$ cat src/rtl/core/ffa_pkg.sv
// ----------------------------------------------------------------------------
// ffa_pkg: shared definitions for the first-fit free-list allocator
// Port widths, command and status codes, default heap geometry and the
// command/status bundles that pass between controller and datapath.
// ----------------------------------------------------------------------------
package ffa_pkg;

  localparam int unsigned DEF_HEAP_BYTES   = 1024;
  localparam int unsigned DEF_HEADER_BYTES = 24;
  localparam int unsigned DEF_ALIGN_BYTES  = 8;

  localparam int CMD_W    = 2;
  localparam int REQ_W    = 11;
  localparam int ADDR_W   = 10;
  localparam int STATUS_W = 2;

  localparam logic [CMD_W-1:0] CMD_INIT  = 2'd0;
  localparam logic [CMD_W-1:0] CMD_ALLOC = 2'd1;
  localparam logic [CMD_W-1:0] CMD_FREE  = 2'd2;
  localparam logic [CMD_W-1:0] CMD_NOP   = 2'd3;

  localparam logic [STATUS_W-1:0] ST_OK    = 2'd0;
  localparam logic [STATUS_W-1:0] ST_ZERO  = 2'd1;
  localparam logic [STATUS_W-1:0] ST_NOFIT = 2'd2;

  typedef enum logic [3:0] {
    OP_NONE,
    OP_CAPTURE,
    OP_INIT,
    OP_ALLOC_DIV,
    OP_NEED,
    OP_READ_CUR,
    OP_STEP,
    OP_FIT,
    OP_SPLIT_NEW,
    OP_SPLIT_LINK,
    OP_UNLINK_PREV,
    OP_UNLINK_CUR,
    OP_FREE_DIV,
    OP_FREE_WRITE,
    OP_RESULT
  } ffa_op_t;

  typedef struct packed {
    ffa_op_t             op;
    logic [STATUS_W-1:0] res_status;
    logic                res_addr;
  } ffa_cmd_t;

  typedef struct packed {
    logic [CMD_W-1:0] cmd;
    logic             req_zero;
    logic             fad_low;
    logic             walk_end;
    logic             fit;
    logic             walk_last;
    logic             split_ok;
    logic             slot_bad;
  } ffa_stat_t;

endpackage

$ cat src/rtl/core/ffa_ctrl.sv
// ----------------------------------------------------------------------------
// ffa_ctrl: allocator sequencer
// Decodes each command and steps the datapath through init, the first-fit
// walk with split or unlink, and free; raises done for one cycle per result.
// ----------------------------------------------------------------------------
module ffa_ctrl (
  input  logic                clk,
  input  logic                rst,
  input  logic                start,
  output logic                busy,
  output logic                done,
  output ffa_pkg::ffa_cmd_t   ctrl,
  input  ffa_pkg::ffa_stat_t  stat
);
  import ffa_pkg::*;

  typedef enum logic [3:0] {
    S_IDLE,
    S_DECODE,
    S_A_WAIT,
    S_A_NEED,
    S_CHECK,
    S_EVAL,
    S_F_WAIT,
    S_F_DEC,
    S_SPLIT1,
    S_SPLIT2,
    S_UNLINK1,
    S_UNLINK2,
    S_FR_WAIT,
    S_FR_WRITE,
    S_FINISH,
    S_FINISH_ADDR
  } state_t;

  state_t state, state_next;
  logic   done_next;

  assign busy = (state != S_IDLE);

  always_comb begin
    ctrl.op         = OP_NONE;
    ctrl.res_status = ST_OK;
    ctrl.res_addr   = 1'b0;
    state_next      = state;
    done_next       = 1'b0;
    case (state)
      S_IDLE: begin
        if (start) begin
          ctrl.op    = OP_CAPTURE;
          state_next = S_DECODE;
        end
      end
      S_DECODE: begin
        case (stat.cmd)
          CMD_INIT: begin
            ctrl.op    = OP_INIT;
            state_next = S_FINISH;
          end
          CMD_ALLOC: begin
            if (stat.req_zero) begin
              ctrl.op         = OP_RESULT;
              ctrl.res_status = ST_ZERO;
              done_next       = 1'b1;
              state_next      = S_IDLE;
            end else begin
              ctrl.op    = OP_ALLOC_DIV;
              state_next = S_A_WAIT;
            end
          end
          CMD_FREE: begin
            if (stat.fad_low) begin
              state_next = S_FINISH;
            end else begin
              ctrl.op    = OP_FREE_DIV;
              state_next = S_FR_WAIT;
            end
          end
          default: begin
            state_next = S_FINISH;
          end
        endcase
      end
      S_A_WAIT: begin
        state_next = S_A_NEED;
      end
      S_A_NEED: begin
        ctrl.op    = OP_NEED;
        state_next = S_CHECK;
      end
      S_CHECK: begin
        if (stat.walk_end) begin
          ctrl.op         = OP_RESULT;
          ctrl.res_status = ST_NOFIT;
          done_next       = 1'b1;
          state_next      = S_IDLE;
        end else begin
          ctrl.op    = OP_READ_CUR;
          state_next = S_EVAL;
        end
      end
      S_EVAL: begin
        if (stat.fit) begin
          ctrl.op    = OP_FIT;
          state_next = S_F_WAIT;
        end else if (stat.walk_last) begin
          ctrl.op         = OP_RESULT;
          ctrl.res_status = ST_NOFIT;
          done_next       = 1'b1;
          state_next      = S_IDLE;
        end else begin
          ctrl.op = OP_STEP;
        end
      end
      S_F_WAIT: begin
        state_next = S_F_DEC;
      end
      S_F_DEC: begin
        state_next = stat.split_ok ? S_SPLIT1 : S_UNLINK1;
      end
      S_SPLIT1: begin
        ctrl.op    = OP_SPLIT_NEW;
        state_next = S_SPLIT2;
      end
      S_SPLIT2: begin
        ctrl.op    = OP_SPLIT_LINK;
        state_next = S_FINISH_ADDR;
      end
      S_UNLINK1: begin
        ctrl.op    = OP_UNLINK_PREV;
        state_next = S_UNLINK2;
      end
      S_UNLINK2: begin
        ctrl.op    = OP_UNLINK_CUR;
        state_next = S_FINISH_ADDR;
      end
      S_FR_WAIT: begin
        state_next = S_FR_WRITE;
      end
      S_FR_WRITE: begin
        if (!stat.slot_bad) begin
          ctrl.op = OP_FREE_WRITE;
        end
        state_next = S_FINISH;
      end
      S_FINISH: begin
        ctrl.op    = OP_RESULT;
        done_next  = 1'b1;
        state_next = S_IDLE;
      end
      S_FINISH_ADDR: begin
        ctrl.op       = OP_RESULT;
        ctrl.res_addr = 1'b1;
        done_next     = 1'b1;
        state_next    = S_IDLE;
      end
      default: begin
        state_next = S_IDLE;
      end
    endcase
  end

  always_ff @(posedge clk) begin
    if (rst) begin
      state <= S_IDLE;
      done  <= 1'b0;
    end else begin
      state <= state_next;
      done  <= done_next;
    end
  end

  // A result strobe lasts a single cycle.
  a_done_pulse: assert property (@(posedge clk) disable iff (rst) done |=> !done)
    else $error("done held for more than one cycle");

  // Every result closes a transaction that was in progress.
  a_done_after_busy: assert property (@(posedge clk) disable iff (rst)
    done |-> ($past(busy) && !busy))
    else $error("done without a transaction in progress");

  // Accepting a command always starts work.
  a_accept_busy: assert property (@(posedge clk) disable iff (rst)
    (start && !busy) |=> (busy && !done))
    else $error("accepted command did not start");

endmodule

$ cat src/rtl/core/ffa_datapath.sv
// ----------------------------------------------------------------------------
// ffa_datapath: header store, list pointers and arithmetic
// Holds the per-slot header memories (size, offset, successor), the list
// head, the walk registers and a constant divider by the alignment.
// ----------------------------------------------------------------------------
module ffa_datapath #(
  parameter int unsigned HEAP_BYTES   = ffa_pkg::DEF_HEAP_BYTES,
  parameter int unsigned HEADER_BYTES = ffa_pkg::DEF_HEADER_BYTES,
  parameter int unsigned ALIGN_BYTES  = ffa_pkg::DEF_ALIGN_BYTES
) (
  input  logic                            clk,
  input  logic                            rst,
  input  ffa_pkg::ffa_cmd_t               ctrl,
  output ffa_pkg::ffa_stat_t              stat,
  input  logic [ffa_pkg::CMD_W-1:0]       cmd,
  input  logic [ffa_pkg::REQ_W-1:0]       request_size,
  input  logic [ffa_pkg::ADDR_W-1:0]      free_address,
  output logic [ffa_pkg::ADDR_W-1:0]      address,
  output logic [ffa_pkg::STATUS_W-1:0]    status
);
  import ffa_pkg::*;

  localparam int unsigned SLOTS = HEAP_BYTES / ALIGN_BYTES;
  localparam int SLOT_W = $clog2(SLOTS);
  localparam int NEXT_W = $clog2(SLOTS + 1);
  localparam int OFF_W  = $clog2(HEAP_BYTES);
  localparam int SIZE_W = $clog2(HEAP_BYTES + 1);
  localparam int VAL_W  = $clog2(HEAP_BYTES + 4096) + 1;
  localparam int DIV_S  = VAL_W;
  localparam int unsigned DIV_M = (32'd1 << DIV_S) / ALIGN_BYTES;

  localparam logic [NEXT_W-1:0] NIL         = NEXT_W'(SLOTS);
  localparam logic [VAL_W-1:0]  HDR_V       = VAL_W'(HEADER_BYTES);
  localparam logic [VAL_W-1:0]  ALIGN_V     = VAL_W'(ALIGN_BYTES);
  localparam logic [VAL_W-1:0]  HEAP_V      = VAL_W'(HEAP_BYTES);
  localparam logic [VAL_W-1:0]  SLOTS_V     = VAL_W'(SLOTS);
  localparam logic [VAL_W-1:0]  SPLIT_MIN_V = VAL_W'(HEADER_BYTES + ALIGN_BYTES);
  localparam logic [DIV_S-1:0]  DIV_M_V     = DIV_S'(DIV_M);

  // Header store, one entry per alignment slot.
  logic [SIZE_W-1:0] size_mem [SLOTS];
  logic [OFF_W-1:0]  off_mem  [SLOTS];
  logic [NEXT_W-1:0] next_mem [SLOTS];

  logic [CMD_W-1:0]  cmd_r;
  logic [REQ_W-1:0]  req_r;
  logic [ADDR_W-1:0] fad_r;
  logic [VAL_W-1:0]  need;
  logic [NEXT_W-1:0] head, cur, prev, steps;
  logic [OFF_W-1:0]  hit_off;
  logic [NEXT_W-1:0] hit_next;
  logic [SIZE_W-1:0] excess;
  logic [VAL_W-1:0]  div_x;
  logic [VAL_W+DIV_S-1:0] div_prod;

  logic [SIZE_W-1:0] rd_size;
  logic [OFF_W-1:0]  rd_off;
  logic [NEXT_W-1:0] rd_next;

  logic              rd_en;
  logic [SLOT_W-1:0] rd_addr;
  logic              size_we, off_we, next_we;
  logic [SLOT_W-1:0] size_wa, off_wa, next_wa;
  logic [SIZE_W-1:0] size_wd;
  logic [OFF_W-1:0]  off_wd;
  logic [NEXT_W-1:0] next_wd;

  logic [VAL_W-1:0]  div_q0, div_r0, div_q, div_r;
  logic              div_fix;
  logic [VAL_W-1:0]  init_total, noff;
  logic              init_ok;
  logic [NEXT_W:0]   steps_inc;

  // Division by the alignment: reciprocal product, then one correction step.
  assign div_q0  = div_prod[VAL_W+DIV_S-1 -: VAL_W];
  assign div_r0  = div_x - VAL_W'(div_q0 * ALIGN_V);
  assign div_fix = (div_r0 >= ALIGN_V);
  assign div_q   = div_q0 + VAL_W'(div_fix);
  assign div_r   = div_fix ? (div_r0 - ALIGN_V) : div_r0;

  assign init_total = (VAL_W'(req_r) > HEAP_V) ? HEAP_V : VAL_W'(req_r);
  assign init_ok    = (init_total >= HDR_V);
  assign noff       = VAL_W'(rd_off) + HDR_V + need;
  assign steps_inc  = (NEXT_W+1)'(steps) + (NEXT_W+1)'(1);

  always_comb begin
    stat.cmd       = cmd_r;
    stat.req_zero  = (req_r == '0);
    stat.fad_low   = (VAL_W'(fad_r) < HDR_V);
    stat.walk_end  = (cur >= NIL);
    stat.fit       = (VAL_W'(rd_size) >= need);
    stat.walk_last = (steps_inc >= (NEXT_W+1)'(SLOTS)) || (rd_next >= NIL);
    stat.split_ok  = (VAL_W'(excess) >= SPLIT_MIN_V) && (div_q < SLOTS_V);
    stat.slot_bad  = (div_q >= SLOTS_V);
  end

  assign rd_en   = (ctrl.op == OP_READ_CUR) || (ctrl.op == OP_STEP);
  assign rd_addr = (ctrl.op == OP_STEP) ? rd_next[SLOT_W-1:0] : cur[SLOT_W-1:0];

  always_comb begin
    size_we = 1'b0;
    size_wa = '0;
    size_wd = '0;
    off_we  = 1'b0;
    off_wa  = '0;
    off_wd  = '0;
    next_we = 1'b0;
    next_wa = '0;
    next_wd = NIL;
    case (ctrl.op)
      OP_INIT: begin
        size_we = init_ok;
        size_wd = SIZE_W'(init_total - HDR_V);
        off_we  = init_ok;
        next_we = init_ok;
      end
      OP_SPLIT_NEW: begin
        size_we = 1'b1;
        size_wa = div_q[SLOT_W-1:0];
        size_wd = SIZE_W'(VAL_W'(excess) - HDR_V);
        off_we  = 1'b1;
        off_wa  = div_q[SLOT_W-1:0];
        off_wd  = div_x[OFF_W-1:0];
        next_we = 1'b1;
        next_wa = div_q[SLOT_W-1:0];
        next_wd = hit_next;
      end
      OP_SPLIT_LINK: begin
        size_we = 1'b1;
        size_wa = cur[SLOT_W-1:0];
        size_wd = SIZE_W'(need);
        next_we = (prev != NIL);
        next_wa = prev[SLOT_W-1:0];
        next_wd = NEXT_W'(div_q);
      end
      OP_UNLINK_PREV: begin
        next_we = (prev != NIL);
        next_wa = prev[SLOT_W-1:0];
        next_wd = hit_next;
      end
      OP_UNLINK_CUR: begin
        next_we = 1'b1;
        next_wa = cur[SLOT_W-1:0];
        next_wd = NIL;
      end
      OP_FREE_WRITE: begin
        off_we  = 1'b1;
        off_wa  = div_q[SLOT_W-1:0];
        off_wd  = div_x[OFF_W-1:0];
        next_we = 1'b1;
        next_wa = div_q[SLOT_W-1:0];
        next_wd = head;
      end
      default: begin
      end
    endcase
  end

  always_ff @(posedge clk) begin
    if (size_we) begin
      size_mem[size_wa] <= size_wd;
    end
    if (off_we) begin
      off_mem[off_wa] <= off_wd;
    end
    if (next_we) begin
      next_mem[next_wa] <= next_wd;
    end
    if (rd_en) begin
      rd_size <= size_mem[rd_addr];
      rd_off  <= off_mem[rd_addr];
      rd_next <= next_mem[rd_addr];
    end
  end

  always_ff @(posedge clk) begin
    if (rst) begin
      head <= NIL;
    end else begin
      case (ctrl.op)
        OP_INIT: begin
          head <= init_ok ? '0 : NIL;
        end
        OP_SPLIT_LINK: begin
          if (prev == NIL) begin
            head <= NEXT_W'(div_q);
          end
        end
        OP_UNLINK_PREV: begin
          if (prev == NIL) begin
            head <= hit_next;
          end
        end
        OP_FREE_WRITE: begin
          head <= NEXT_W'(div_q);
        end
        default: begin
        end
      endcase
    end
  end

  always_ff @(posedge clk) begin
    div_prod <= div_x * DIV_M_V;
    case (ctrl.op)
      OP_CAPTURE: begin
        cmd_r <= cmd;
        req_r <= request_size;
        fad_r <= free_address;
      end
      OP_ALLOC_DIV: begin
        div_x <= VAL_W'(req_r) + ALIGN_V - VAL_W'(1);
      end
      OP_NEED: begin
        // Rounded-up request: the padded value less its remainder.
        need  <= div_x - div_r;
        cur   <= head;
        prev  <= NIL;
        steps <= '0;
      end
      OP_STEP: begin
        prev  <= cur;
        cur   <= rd_next;
        steps <= steps_inc[NEXT_W-1:0];
      end
      OP_FIT: begin
        hit_off  <= rd_off;
        hit_next <= rd_next;
        excess   <= rd_size - SIZE_W'(need);
        div_x    <= noff;
      end
      OP_FREE_DIV: begin
        div_x <= VAL_W'(fad_r) - HDR_V;
      end
      OP_RESULT: begin
        address <= ctrl.res_addr ? ADDR_W'(VAL_W'(hit_off) + HDR_V) : '0;
        status  <= ctrl.res_status;
      end
      default: begin
      end
    endcase
  end

  // The list head is a real slot or the empty marker.
  a_head_range: assert property (@(posedge clk) disable iff (rst) head <= NIL)
    else $error("list head beyond the empty marker");

  // Size and successor writes stay inside the store.
  a_size_wa: assert property (@(posedge clk) disable iff (rst)
    size_we |-> ((SLOT_W+1)'(size_wa) < (SLOT_W+1)'(SLOTS)))
    else $error("size write outside the header store");

  a_next_w: assert property (@(posedge clk) disable iff (rst)
    next_we |-> (((SLOT_W+1)'(next_wa) < (SLOT_W+1)'(SLOTS)) && (next_wd <= NIL)))
    else $error("bad successor write");

endmodule

$ cat src/rtl/core/first_fit_free_list_allocator.sv
// From acceptance to done nothing stalls. Alloc walks the free list, reading
// one header per cycle, so its run grows with the number of free blocks examined;
// init, no-op, free and zero-size alloc do not walk the list.
// busy is high until done rises; a new command is accepted only while busy is low.
// done is a one-cycle strobe that the receiver cannot stall.
// Reset empties the free list; the header store holds no contents until written.
// ----------------------------------------------------------------------------
// first_fit_free_list_allocator: heap manager with an in-heap free list
// Init, first-fit alloc with block splitting, and free onto the list head,
// built as a sequencer driving a header-store datapath.
// ----------------------------------------------------------------------------
module first_fit_free_list_allocator #(
  parameter int unsigned HEAP_BYTES   = ffa_pkg::DEF_HEAP_BYTES,
  parameter int unsigned HEADER_BYTES = ffa_pkg::DEF_HEADER_BYTES,
  parameter int unsigned ALIGN_BYTES  = ffa_pkg::DEF_ALIGN_BYTES
) (
  input  logic                         clk,
  input  logic                         rst,
  input  logic                         start,
  output logic                         busy,
  input  logic [ffa_pkg::CMD_W-1:0]    cmd,
  input  logic [ffa_pkg::REQ_W-1:0]    request_size,
  input  logic [ffa_pkg::ADDR_W-1:0]   free_address,
  output logic                         done,
  output logic [ffa_pkg::ADDR_W-1:0]   address,
  output logic [ffa_pkg::STATUS_W-1:0] status
);
  import ffa_pkg::*;

  ffa_cmd_t  ctrl;
  ffa_stat_t stat;

  ffa_ctrl u_ctrl (
    .clk   (clk),
    .rst   (rst),
    .start (start),
    .busy  (busy),
    .done  (done),
    .ctrl  (ctrl),
    .stat  (stat)
  );

  ffa_datapath #(
    .HEAP_BYTES   (HEAP_BYTES),
    .HEADER_BYTES (HEADER_BYTES),
    .ALIGN_BYTES  (ALIGN_BYTES)
  ) u_datapath (
    .clk          (clk),
    .rst          (rst),
    .ctrl         (ctrl),
    .stat         (stat),
    .cmd          (cmd),
    .request_size (request_size),
    .free_address (free_address),
    .address      (address),
    .status       (status)
  );

endmodule

$ cat config.mk
export PLATFORM = sky130hd
export DESIGN_NAME = first_fit_free_list_allocator
export DESIGN_NICKNAME = d
export VERILOG_FILES = /design/src/rtl/core/ffa_pkg.sv /design/src/rtl/core/ffa_ctrl.sv /design/src/rtl/core/ffa_datapath.sv /design/src/rtl/core/first_fit_free_list_allocator.sv
export SDC_FILE = /design/constraint.sdc
export NUM_CORES = 2
export LEC_CHECK = 0
export BUFFER_PORTS_ARGS = -buffer_cell sky130_fd_sc_hd__buf_2
export CAP_MARGIN = 20
export CORE_UTILIZATION = 50
export CTS_CLUSTER_SIZE = 40
export DETAILED_ROUTE_END_ITERATION = 6
export PLACE_DENSITY = 0.66
export SYNTH_ARGS = -nofsm -noshare
export SYNTH_HDL_FRONTEND = slang
export SYNTH_SLANG_ARGS = --single-unit
$ cat constraint.sdc
create_clock -name clk -period 16.63 [get_ports clk]
set_input_delay 0.8315 -clock clk [delete_from_list [all_inputs] [get_ports clk]]
set_output_delay 0.8315 -clock clk [all_outputs]
set_load 0.01 [all_outputs]
==> impl_metrics.env <==
export IMPL_gp_congestion=0.888
export IMPL_seq_area_frac_synth_pct=73.8
export IMPL_netlist_area_leader_share_pct=73.5
export IMPL_synth_area_per_cell_um2=16.1
export IMPL_skew_ns=0.0802
export IMPL_synth_xor_area_share_pct=0.456
export IMPL_ys_top_cells_by_area="edfxtp_1 (73%), mux4_2 (4.6%), mux2i_1 (3.2%)"
export IMPL_ir_drop_v=0.000156
export IMPL_rsz0062_at_grt="false"
export IMPL_ios=40
export IMPL_cap_violations=0
export IMPL_path_max_fanout=110
export IMPL_tightestPinTransition_ns=1.22
export IMPL_grtUsageTotal_pct=28.6
export IMPL_fin_tns_setup_ns=0
export IMPL_core_area_um2=313000
export IMPL_gr_total_overflow=0
export IMPL_fin_crit_sh_pct=63.9
export IMPL_cts_root_buf="clkbuf_16"
export IMPL_clk_insertion_delay_late_ns=0.98
export IMPL_synth_compound_area_share_pct=6.66
export IMPL_routedWlPerCell_um=31.7
export IMPL_dr_pass1_iters=7
export IMPL_synth_ff_type="edfxtp_1"
export IMPL_synth_seq_cells=3878
export IMPL_synth_most_common_cell="edfxtp_1"
export IMPL_worstSetupPathType="reg2reg"
export IMPL_clkTransAtPathRegs_ns=0.06
export IMPL_syn2layout_area_growth_pct=11.6
export IMPL_cts_tree="built"
export IMPL_layout_drive_gt1_share_pct=14.6
export IMPL_synth_adder_area_share_pct=0.442
export IMPL_start_util_pct=50.4
export IMPL_async_flop_share_pct=0
export IMPL_slew_violations=0
export IMPL_yosys_warnings=0
export IMPL_cp_slowest_cell="nor4_2"
export IMPL_vias=94358
export IMPL_fin_crit_ns=10.63
export IMPL_synth_edff_count=3854
export IMPL_synth_area_um2=158000
export IMPL_worst_ep_arrival_time_ns=11.28
export IMPL_postCtsResizedCells=0
export IMPL_rows=205
export IMPL_route_detailed_drc=2
export IMPL_numCtsBuffers=394
export IMPL_start_kind="flop"
export IMPL_clock_path_buffers=4
export IMPL_grt_pass1_vias=90726
export IMPL_cp_required_ns=17.28
export IMPL_cp_end_kind="flop"
export IMPL_routed_wirelength_mm=460
export IMPL_ys_types=102
export IMPL_setup_violations=0
export IMPL_io_buffer_count=39
export IMPL_synth_cells=9810
export IMPL_grt_antenna_before_repair=35
export IMPL_fillCellCount=23657
export IMPL_fin_nets=10102
export IMPL_synthTopCellsByCount="edfxtp_1 (3854), nand2_1 (1160), nor2_1 (581)"
export IMPL_pwr_density_cell_nw_per_um2=160
export IMPL_die_area_um2=317000
export IMPL_hpwl_mm=268
export IMPL_die_h_um=563
export IMPL_die_w_um=563
export IMPL_ant_nets=0
export IMPL_grt_max_degree=134
export IMPL_p_total_mw=28.1
export IMPL_htreeDepth=5
export IMPL_grt_pass1_wl_mm=654
export IMPL_muxShareOfSynthArea_pct=8.79
export IMPL_cpPeakStageDelay_ns=0.88
export IMPL_status="finished with violations"
export IMPL_drtIter0Drc=13894
export IMPL_p_leak_nw=58.2
export IMPL_failed_checks="DRC"
export IMPL_cts_setup_buffers=0
export IMPL_yosysTopAreaCell="edfxtp_1"
export IMPL_synthSimpleGateAreaFrac_pct=7.42
export IMPL_hold_viol_final=0
export IMPL_max_slew_margin_pct=18.6
export IMPL_via_per_inst=6.51
export IMPL_cts_sinks=3878
export IMPL_hold_path_class="in2reg"
export IMPL_max_freq_mhz=94.1
export IMPL_synth_top_family_by_area="multiplexers"
## report_power, final
group / total, mW / internal (mW) / switching, mW / leakage [nW]
registers: 12.7 / 12.5 / 0.182 / 35.6
clock network: 8.61 / 4.83 / 3.78 / 6.07
logic: 6.85 / 1.70 / 5.15 / 16.4
total: 28.1 / 19.0 / 9.11 / 58.2
## metal layers
layer  global-route usage (%)  part of all wire [%]  vias up
met3                     7.45                    13      991
met4                     11.3                   4.2       16
met1                     39.5                    38    48168
met2                     43.3                    45     6178
li1                         -                     -    39005
met5                        0                 0.027        -
## state kept, by name, indices dropped and copies added, names as in the netlist, 10 cells and up
register / cells
u_datapath.size_mem: 1408
u_datapath.rd_size: 11
u_datapath.need: 11
u_datapath.fad_r: 10
u_datapath.address: 10
u_datapath.rd_off: 10
u_datapath.next_mem: 1024
u_datapath.excess: 11
u_datapath.hit_off: 10
u_datapath.div_prod: 11
u_datapath.req_r: 11
u_datapath.div_x: 14
u_datapath.off_mem: 1280
## stage by stage
stage               area, um2  hold WS, ns  utilization (%)  instances  setup WS [ns]
floorplan              158000        0.376                -       9811           5.44
global placement       162000        0.403             51.9      13653           6.12
detailed placement     163000        0.393             52.0      13702           6.06
CTS                    175000      0.00348             56.1      14441           6.05
global route           176000       0.0282             56.2      14486           5.50
finish                 176000       0.0445             56.2      14503           6.00
## cell type report
| class | instances | area [um2] | share of cell area [%] |
|---|---|---|---|
| flip-flops and latches | 3878 | 116000 | 66.1 |
| multi-input cells | 5260 | 38000 | 21.6 |
| clock buffers | 476 | 10300 | 5.87 |
| well taps | 4140 | 5180 | 2.95 |
| repair buffers | 421 | 3700 | 2.11 |
| clock inverters | 242 | 2140 | 1.22 |
| inverters | 66 | 263 | 0.149 |
| diodes | 20 | 50.0 | 0.0285 |
## critical path, delay by kind of cell (launching register included)
kind            cells  cell delay, ns
compound gates      9            2.19
flops               1            0.38
simple gates       12            4.08
buf+inv             5            1.68
fa+ha+maj           4            1.10
xor+xnor            1            0.12
mux                 1            0.30
## path summary, 6_finish.rpt
kind	slack [ns]	end	start	depth (start not counted)
setup reg to reg	6.00	u_datapath.rd_size[6]$_DFFE_PP_	u_datapath.div_x[3]$_DFFE_PP_	32
hold / removal	0.04	u_datapath.cmd_r[1]$_DFFE_PN_	cmd[1]	1
setup / recovery	6.00	u_datapath.rd_size[6]$_DFFE_PP_	u_datapath.div_x[3]$_DFFE_PP_	32
hold reg to reg	0.42	u_datapath.div_prod[14]$_DFF_P_	u_datapath.div_x[3]$_DFFE_PP_	0
## timing repair
action | CTS | global route
hold buffers | 21 | 0
setup endpoints to repair | 0 | 0
endpoints found under the hold margin | 21 | 0
## cells by family after synthesis
kind of cell / Yosys count
adders and majority gates: 55
other: 2
muxes: 958
xor gates and xnor gates: 82
buffers and inverters: 673
AOI/OAI and AO/OA: 1543
and+or+nand+nor: 2619
DFF: 3878
## cells in the final DEF (no fill, tap or decap), drive strengths merged, types with 26 or more instances in the layout
cell type and instances:
mux4 325, o221a 46, bufinv 26, mux2i 506
xnor2 49, nand2 1161, a311oi 31, mux2 127
nor3 209, nand2b 77, a21oi 513, a311o 36
a22oi 27, a211oi 70, edfxtp 3854, nor4 69
nand4 60, o221ai 166, buf 396, xor2 33
and3 108, clkinv 194, inv 77, clkbuf 480
o21ai 275, o22ai 70, ha 54, a221oi 70
a31oi 34, nand3 243, nor2 583
Power figures use the tool's default switching activity.
